===== src/hw/rtl/assert_macros.svh =====
// assertion macros shared by the rtl files
// no dependencies
`ifndef ASSERT_MACROS_SVH
`define ASSERT_MACROS_SVH

// condition must hold at every clock edge out of reset
`define ASSERT_ALWAYS(label, clk, rst_n, cond) \
    label: assert property (@(posedge clk) disable iff (!rst_n) (cond)) \
        else $error("assertion failed");

// antecedent in one cycle implies consequent in the same cycle
`define ASSERT_IMPLIES(label, clk, rst_n, ante, cons) \
    label: assert property (@(posedge clk) disable iff (!rst_n) (ante) |-> (cons)) \
        else $error("assertion failed");

// antecedent in one cycle implies consequent in the next cycle
`define ASSERT_NEXT(label, clk, rst_n, ante, cons) \
    label: assert property (@(posedge clk) disable iff (!rst_n) (ante) |=> (cons)) \
        else $error("assertion failed");

`endif


===== src/hw/rtl/vtis_pkg.sv =====
// types and constants for the vlan tag insert / strip block
// no dependencies
package vtis_pkg;

    localparam int MAX_RESULTS = 6;
    localparam int CNT_W       = $clog2(MAX_RESULTS + 1);
    localparam int POS_W       = 5;

    localparam logic [POS_W-1:0] POS_START     = 5'd0;
    localparam logic [POS_W-1:0] POS_TYPE_HIGH = 5'd12;
    localparam logic [POS_W-1:0] POS_TYPE_LOW  = 5'd13;
    localparam logic [POS_W-1:0] POS_TAG_HIGH  = 5'd14;
    localparam logic [POS_W-1:0] POS_TAG_LOW   = 5'd15;
    localparam logic [POS_W-1:0] POS_SAT       = 5'd16;

    localparam logic [7:0]  TPID_HIGH    = 8'h81;
    localparam logic [7:0]  TPID_LOW     = 8'h00;
    localparam logic [15:0] PCP_DEI_MASK = 16'hf000;
    localparam logic [15:0] VID_MASK     = 16'h0fff;

    typedef struct packed {
        logic [7:0]  data_byte;
        logic        last_byte;
        logic [11:0] vlan_id;
        logic        mode;
    } in_item_t;

    typedef struct packed {
        logic [7:0] out_byte;
        logic       out_last;
        logic       runt;
    } out_item_t;

    typedef logic [7:0] byte_t;

    // results caused by one input item
    typedef struct packed {
        byte_t [MAX_RESULTS-1:0] bytes;
        logic  [CNT_W-1:0]       count;
        logic                    last;
        logic                    runt;
    } burst_t;

endpackage


===== src/hw/rtl/vtis_edit.sv =====
// per-frame tag state and the edit of one input item into its result bytes
// depends on vtis_pkg and assert_macros.svh
`include "assert_macros.svh"

module vtis_edit (
    input  logic              clk,
    input  logic              rst_n,
    input  logic              step,
    input  vtis_pkg::in_item_t item,
    output vtis_pkg::burst_t   burst
);
    import vtis_pkg::*;

    logic [POS_W-1:0] pos_reg, pos_next;
    logic [7:0]       held_reg, held_next;
    logic             tagged_reg, tagged_next;
    logic [11:0]      vlan_reg, vlan_next;
    logic             mode_reg, mode_next;

    logic [11:0]      vlan_cur;
    logic             mode_cur;
    logic             tagged_cur;
    logic             is_tpid;
    logic [7:0]       pcp_dei;

    always_comb
    begin
        if (pos_reg == POS_START)
        begin
            vlan_cur   = item.vlan_id & VID_MASK[11:0];
            mode_cur   = item.mode;
            tagged_cur = 1'b0;
        end
        else
        begin
            vlan_cur   = vlan_reg;
            mode_cur   = mode_reg;
            tagged_cur = tagged_reg;
        end

        is_tpid = (held_reg == TPID_HIGH) && (item.data_byte == TPID_LOW);
        pcp_dei = item.data_byte & PCP_DEI_MASK[15:8];

        burst       = '0;
        held_next   = held_reg;
        tagged_next = tagged_cur;

        if (pos_reg < POS_TYPE_HIGH)
        begin
            burst.bytes[0] = item.data_byte;
            burst.count    = CNT_W'(1);
        end
        else if (pos_reg == POS_TYPE_HIGH)
        begin
            held_next = item.data_byte;
            if (item.last_byte)
            begin
                burst.bytes[0] = item.data_byte;
                burst.count    = CNT_W'(1);
            end
        end
        else if (pos_reg == POS_TYPE_LOW)
        begin
            tagged_next = is_tpid;
            if (!mode_cur && !is_tpid)
            begin
                burst.bytes[0] = TPID_HIGH;
                burst.bytes[1] = TPID_LOW;
                burst.bytes[2] = {4'h0, vlan_cur[11:8]};
                burst.bytes[3] = vlan_cur[7:0];
                burst.bytes[4] = held_reg;
                burst.bytes[5] = item.data_byte;
                burst.count    = CNT_W'(6);
            end
            else if (!mode_cur || !is_tpid)
            begin
                burst.bytes[0] = held_reg;
                burst.bytes[1] = item.data_byte;
                burst.count    = CNT_W'(2);
            end
        end
        else if (pos_reg inside {POS_TAG_HIGH, POS_TAG_LOW})
        begin
            if (!tagged_cur)
            begin
                burst.bytes[0] = item.data_byte;
                burst.count    = CNT_W'(1);
            end
            else if (!mode_cur)
            begin
                burst.bytes[0] = (pos_reg == POS_TAG_HIGH) ? (pcp_dei | {4'h0, vlan_cur[11:8]})
                                                           : vlan_cur[7:0];
                burst.count    = CNT_W'(1);
            end
        end
        else
        begin
            burst.bytes[0] = item.data_byte;
            burst.count    = CNT_W'(1);
        end

        if (item.last_byte)
        begin
            if (burst.count == '0)
            begin
                burst.bytes[0] = item.data_byte;
                burst.count    = CNT_W'(1);
                burst.runt     = 1'b1;
            end
            burst.last = 1'b1;
            pos_next   = POS_START;
        end
        else if (pos_reg < POS_SAT)
        begin
            pos_next = pos_reg + POS_W'(1);
        end
        else
        begin
            pos_next = pos_reg;
        end

        vlan_next = vlan_cur;
        mode_next = mode_cur;
    end

    always_ff @(posedge clk or negedge rst_n)
    begin
        if (!rst_n)
        begin
            pos_reg    <= POS_START;
            held_reg   <= '0;
            tagged_reg <= 1'b0;
            vlan_reg   <= '0;
            mode_reg   <= 1'b0;
        end
        else if (step)
        begin
            pos_reg    <= pos_next;
            held_reg   <= held_next;
            tagged_reg <= tagged_next;
            vlan_reg   <= vlan_next;
            mode_reg   <= mode_next;
        end
    end

    `ASSERT_ALWAYS(a_pos_range, clk, rst_n, pos_reg <= POS_SAT)
    `ASSERT_IMPLIES(a_runt_single, clk, rst_n, burst.runt, burst.count == CNT_W'(1) && burst.last)
    `ASSERT_NEXT(a_last_restarts, clk, rst_n, step && item.last_byte, pos_reg == POS_START)

endmodule


===== src/hw/rtl/vlan_tag_insert_strip.sv =====
// top level: input register, tag edit, result shift buffer
// depends on vtis_pkg, vtis_edit and assert_macros.svh
// data path: an accepted item waits in the input register until the buffer can take its results
// throughput: one item per cycle while out_ready is high; byte 13 of an untagged frame in add mode
//   expands to six results and holds the input until five have been taken, byte 13
//   of a tagged add or untagged strip frame gives two and holds it until one is taken
// reset: asynchronous, clears buffers and returns to the start of a frame
`include "assert_macros.svh"

module vlan_tag_insert_strip (
    input  logic                clk,
    input  logic                rst_n,
    input  logic                in_valid,
    output logic                in_ready,
    input  vtis_pkg::in_item_t  in_data,
    output logic                out_valid,
    input  logic                out_ready,
    output vtis_pkg::out_item_t out_data
);
    import vtis_pkg::*;

    in_item_t          item_reg;
    logic              item_valid_reg;

    byte_t             buf_reg [MAX_RESULTS];
    byte_t             buf_next [MAX_RESULTS];
    logic [CNT_W-1:0]  cnt_reg, cnt_next;
    logic              last_reg, last_next;
    logic              runt_reg, runt_next;

    burst_t            burst;
    logic              take;
    logic              free;
    logic              load;

    assign take      = out_valid && out_ready;
    assign free      = (cnt_reg == '0) || (cnt_reg == CNT_W'(1) && out_ready);
    assign load      = item_valid_reg && free;
    assign in_ready  = !item_valid_reg || load;
    assign out_valid = (cnt_reg != '0);

    assign out_data.out_byte = buf_reg[0];
    assign out_data.out_last = (cnt_reg == CNT_W'(1)) && last_reg;
    assign out_data.runt     = runt_reg;

    vtis_edit u_edit (
        .clk   (clk),
        .rst_n (rst_n),
        .step  (load),
        .item  (item_reg),
        .burst (burst)
    );

    always_comb
    begin
        buf_next  = buf_reg;
        cnt_next  = cnt_reg;
        last_next = last_reg;
        runt_next = runt_reg;
        if (load)
        begin
            for (int i = 0; i < MAX_RESULTS; i++)
            begin
                buf_next[i] = burst.bytes[i];
            end
            cnt_next  = burst.count;
            last_next = burst.last;
            runt_next = burst.runt;
        end
        else if (take)
        begin
            for (int i = 0; i < MAX_RESULTS - 1; i++)
            begin
                buf_next[i] = buf_reg[i + 1];
            end
            cnt_next = cnt_reg - CNT_W'(1);
        end
    end

    always_ff @(posedge clk or negedge rst_n)
    begin
        if (!rst_n)
        begin
            item_valid_reg <= 1'b0;
            cnt_reg        <= '0;
            last_reg       <= 1'b0;
            runt_reg       <= 1'b0;
        end
        else
        begin
            if (in_ready)
            begin
                item_valid_reg <= in_valid;
            end
            cnt_reg  <= cnt_next;
            last_reg <= last_next;
            runt_reg <= runt_next;
        end
    end

    always_ff @(posedge clk)
    begin
        if (in_valid && in_ready)
        begin
            item_reg <= in_data;
        end
        buf_reg <= buf_next;
    end

    `ASSERT_ALWAYS(a_cnt_range, clk, rst_n, cnt_reg <= CNT_W'(MAX_RESULTS))
    `ASSERT_IMPLIES(a_runt_is_last, clk, rst_n, out_valid && out_data.runt, out_data.out_last)
    `ASSERT_IMPLIES(a_load_free, clk, rst_n, load,
        cnt_reg == '0 || (cnt_reg == CNT_W'(1) && take))

endmodule


===== config.mk =====
export PLATFORM = sky130hd
export DESIGN_NAME = vlan_tag_insert_strip
export DESIGN_NICKNAME = d
export VERILOG_FILES = /design/src/hw/rtl/vtis_pkg.sv /design/src/hw/rtl/vtis_edit.sv /design/src/hw/rtl/vlan_tag_insert_strip.sv
export VERILOG_INCLUDE_DIRS = /design/src /design/src/hw/rtl
export SDC_FILE = /design/constraint.sdc
export NUM_CORES = 1
export LEC_CHECK = 0
export BUFFER_PORTS_ARGS = -buffer_cell sky130_fd_sc_hd__buf_2
export CAP_MARGIN = 20
export CORE_MARGIN = 2
export CORE_UTILIZATION = 25
export CTS_CLUSTER_SIZE = 8
export DETAILED_ROUTE_END_ITERATION = 10
export SETUP_SLACK_MARGIN = 0.4
export SLEW_MARGIN = 40
export SYNTH_ARGS = -nofsm -noshare
export SYNTH_HDL_FRONTEND = slang
export SYNTH_SLANG_ARGS = --single-unit

===== constraint.sdc =====
create_clock -name clk -period 2.9 [get_ports clk]
set_input_delay 0.29 -clock clk [delete_from_list [all_inputs] [get_ports clk]]
set_output_delay 0.29 -clock clk [all_outputs]
set_load 0.02 [all_outputs]

==> results by group <==
Synth
  – Post-synthesis mux area share: 7.665%
  – Synth top area share: 42.92%
  – Post-Synth Simple-Gate Area: 11.57%
  – Post-synthesis adder-cell area fraction: 2.044%
  – Most frequent cell after synthesis: edfxtp_1
  – YS warnings: 0
  – Net Count, Synth: 424
  – Top post-synthesis cells by count: 70 x edfxtp_1, 38 x nand2_1, 33 x dfrtp_1
  – Top FF cell, synth: edfxtp_1
  – Cell type with the largest total area after synthesis: edfxtp_1
  – Post-Synth XOR/XNOR Area: 0.5621%
  – Number of synthesized flops with an enable pin: 70
  – Gate Count Post-Synth: 390
  – Number of synthesized register bits: 103
  – Mapped Area: 4897 sq um
  – Main combinational cell family by area after synthesis: compound AO/OA/AOI/OAI gates
  – Area contributors post-synth: edfxtp_1 43%, dfrtp_1 17%, mux2_2 4.8%
  – Avg Inst Size Synth: 12.56 sq um
  – Share of flip-flops with an asynchronous set or reset: 32.04%
  – Post-synthesis sequential area ratio: 59.79%
  – Synth cell types: 58
  – Synth Area in Compound Gates: 14.05%

Timing
  – Crit share post-route: 91.31%
  – Final hold vios: 0
  – Skew final: 9.588 ps
  – Crit path time final: 2648 ps
  – Final setup violation count: 0
  – Max-slew headroom: 41.27%
  – Setup TNS: 0 ps
  – Final WS setup: 252.0 ps
  – RSZ-0062 raised after global routing: true
  – Fmax: 0.3777 GHz
  – Worst slew pin tran: 874.3 ps
  – Fin. max-slew vios: 0

Drt
  – DR vias: 3522
  – Final wirelength: 12940 um
  – ANT nets after route: 0
  – Vias per cell: 4.818
  – Number of DRC markers in iteration 0: 279
  – DRC: 0
  – DRT Pass-1 Iters: 5
  – WL per Instance: 17.71 um

Global routing
  – Grt peak-use layer: met2
  – Met2 usage: 20.10%
  – Largest net degree at the start of global routing: 34
  – Met3 usage: 4.232%
  – Vias in the first global route: 3561
  – Initial antenna violation count: 0
  – First-pass GRT wire length: 19940 um
  – Total congestion overflow: 0
  – GR Util met1: 17.27%
  – Total Routing Usage GR: 12.97%

Power and ir drop
  – Clk pwr share: 19.4%
  – Logic pwr share: 38.4%
  – Power share of the sequential group: 42.2%
  – Peak VDD IR: 0.3213 mV
  – Power consumption: 0.006131 W
  – Psw: 0.002113 W
  – Pwr per Cell Area: 994.7 nW/um^2
  – Leak: 2.398 nW
  – Internal power: 0.004018 W
  – Sw Share: 34.47%

Placed design
  – PortBufs: 37
  – Dpl hpwl: 8523 um
  – Placer Congestion: 0.8954
  – Placed cells: 686
  – Area after DPL: 5431 sq um
  – Worst slack, placed: 32.28 ps

CTS
  – Max Root-Sink Buffers: 2
  – Worst skew pair latency: 360 ps
  – Clock-pin slew on the worst setup and hold paths: 70 ps
  – Root Buffer: clkbuf_16
  – TritonCTS buffer count: 9
  – H-Tree Depth: 3
  – CTS tree: yes
  – Clock tree sinks: 103

Critical path
  – Buf/Inv on CP: 2
  – Worst EP arrival: 2760 ps
  – Type of origin of the critical path: register
  – Crit-path cells: inv_2 > ha_4 > or4b_4 > mux2_4 > xnor2_4 > buf_12 > a32oi_1 > a21oi_1 > a221o_1
  – Slowest-stage cell, CP: or4b_4
  – Crit path max-delay family: simple AND/OR/NAND/NOR gates
  – Worst Path Max Fanout: 5
  – Req. time, crit path: 3010 ps
  – Critical path type: register to register
  – Slowest stage delay, CP: 540 ps
  – Critical path origin: u_edit.pos_reg[1]
  – CP Capture Type: register
  – Reg2reg start: u_edit.pos_reg[1]

Cells and area
  – Max reg flops: 40
  – Share of layout cells above drive strength 1: 35.84%
  – Antenna fix cells: 0
  – Fin area: 6163 sq um
  – Post-Layout Cell Count: 731
  – Sequential Area: 2932 sq um
  – Multi-input gate area in the final layout: 1953 sq um
  – P&R area growth vs syn: 25.86%
  – Fillers: 1927
  – Nets@finish: 495

Outcome
  – Status: finished, final reports clean

Floorplanning
  – # IOs: 38
  – Core box area: 19330 sq um
  – Initial Util: 25.33%
  – Die width: 144.0 um
  – Die Footprint: 20720 sq um
  – Die H: 144.0 um
  – Site Rows: 51

Worst hold path
  – Worst Hold Class: input pin to register
  – Hold_sp: in_data[13]

Run
  – MaxCap Viol Count: 0
per-layer routing:
| metal | part of all wire (%) | vias up |
|---|---|---|
| met5 | 0 | - |
| met4 | 1.6 | 0 |
| met3 | 8.6 | 18 |
| met2 | 45 | 164 |
| met1 | 44 | 1728 |
| li1 | - | 1612 |
cells in the final DEF (no fill, tap or decap), types with 3 or more instances in the layout:
cell | synthesis | layout
nand2_1 | 38 | 38
mux2_2 | 21 | 19
a221o_1 | 6 | 6
and2_1 | 14 | 14
nor2_1 | 15 | 15
a21oi_2 | 0 | 4
ha_1 | 8 | 4
o21ai_1 | 6 | 7
o21ai_2 | 6 | 9
ha_4 | 0 | 3
o211ai_1 | 3 | 3
or3_1 | 4 | 3
a2111oi_2 | 2 | 3
edfxtp_1 | 70 | 70
a22o_1 | 16 | 16
buf_4 | 10 | 40
buf_6 | 3 | 5
nand2b_1 | 4 | 3
nand4_1 | 3 | 3
nor4_1 | 3 | 3
buf_2 | 4 | 36
a21oi_1 | 12 | 8
dfrtp_1 | 33 | 30
buf_12 | 0 | 3
mux2i_1 | 11 | 10
nor3_1 | 7 | 7
mux2_4 | 1 | 3
nand3_1 | 5 | 3
o21ai_0 | 25 | 21
dfrtp_2 | 0 | 3
clkbuf_16 | 0 | 10
inv_1 | 12 | 10
power by group through the flow:
stage | Clock [W] | Combinational [W] | Sequential (W)
3_5_place_dp | 0 | 0.00190 | 0.00260
2_1_floorplan | 0 | 0.00150 | 0.00245
5_1_grt | 0.00128 | 0.00256 | 0.00265
4_1_cts | 0.00122 | 0.00217 | 0.00258
3_3_place_gp | 0 | 0.00185 | 0.00259
6_report | 0.00119 | 0.00235 | 0.00259
logic make-up after synthesis:
family                   after synthesis
XOR/XNOR                               1
flip-flops                           103
AO/OA/AOI/OAI                         97
AND/OR/NAND/NOR                      108
buffers and inverters                 39
adder cells (fa/ha/maj)                8
multiplexers                          34
timing repair:
item	4_1_cts	5_1_grt
setup endpoints to repair	38	21
hold buffers	0	1
endpoints found under the hold margin	0	33
pin swaps	10	13
resized for setup	19	23
cloned	1	1
buffers inserted	20	6
metrics by stage:
| step | util [%] | hold slack (ps) |
|---|---|---|
| after detailed placement | 28.09 | 441.6 |
| final | 31.88 | 103.4 |
| after CTS | 30.96 | 62.11 |
| after floorplan | - | -5.591 |
| after global placement | 28.06 | 429.6 |
| after global routing | 31.88 | 89.88 |
worst register-to-register path, cell delays in order (launching register included):
cell	delay, ps
dfrtp_1	430
inv_2	90
ha_4	140
or4b_4	540
mux2_4	380
xnor2_4	170
buf_12	150
a32oi_1	160
a21oi_1	90
a221o_1	260
area by class of cell:
cell class	instances	area share (%)
Tap cell	265	5.380
Timing Repair Buffer	85	9.846
Clock inverter	3	0.2233
Inverter	12	0.7308
Multi-Input combinational cell	250	31.69
Clock buffer	13	4.568
Sequential cell	103	47.56
path summary, 6_finish.rpt:
path	endpoint	depth (start not counted)	slack [ps]
max	out_data[3]	9	250
min	item_reg[13]	1	100
max in group asynchronous	u_edit.pos_reg[2]	2	2100
min in group asynchronous	u_edit.vlan_reg[2]	2	440
max reg2reg	out_data[3]	9	250
min reg2reg	u_edit.vlan_reg[7]	2	480
No activity file was read; power rests on OpenSTA's default activity.
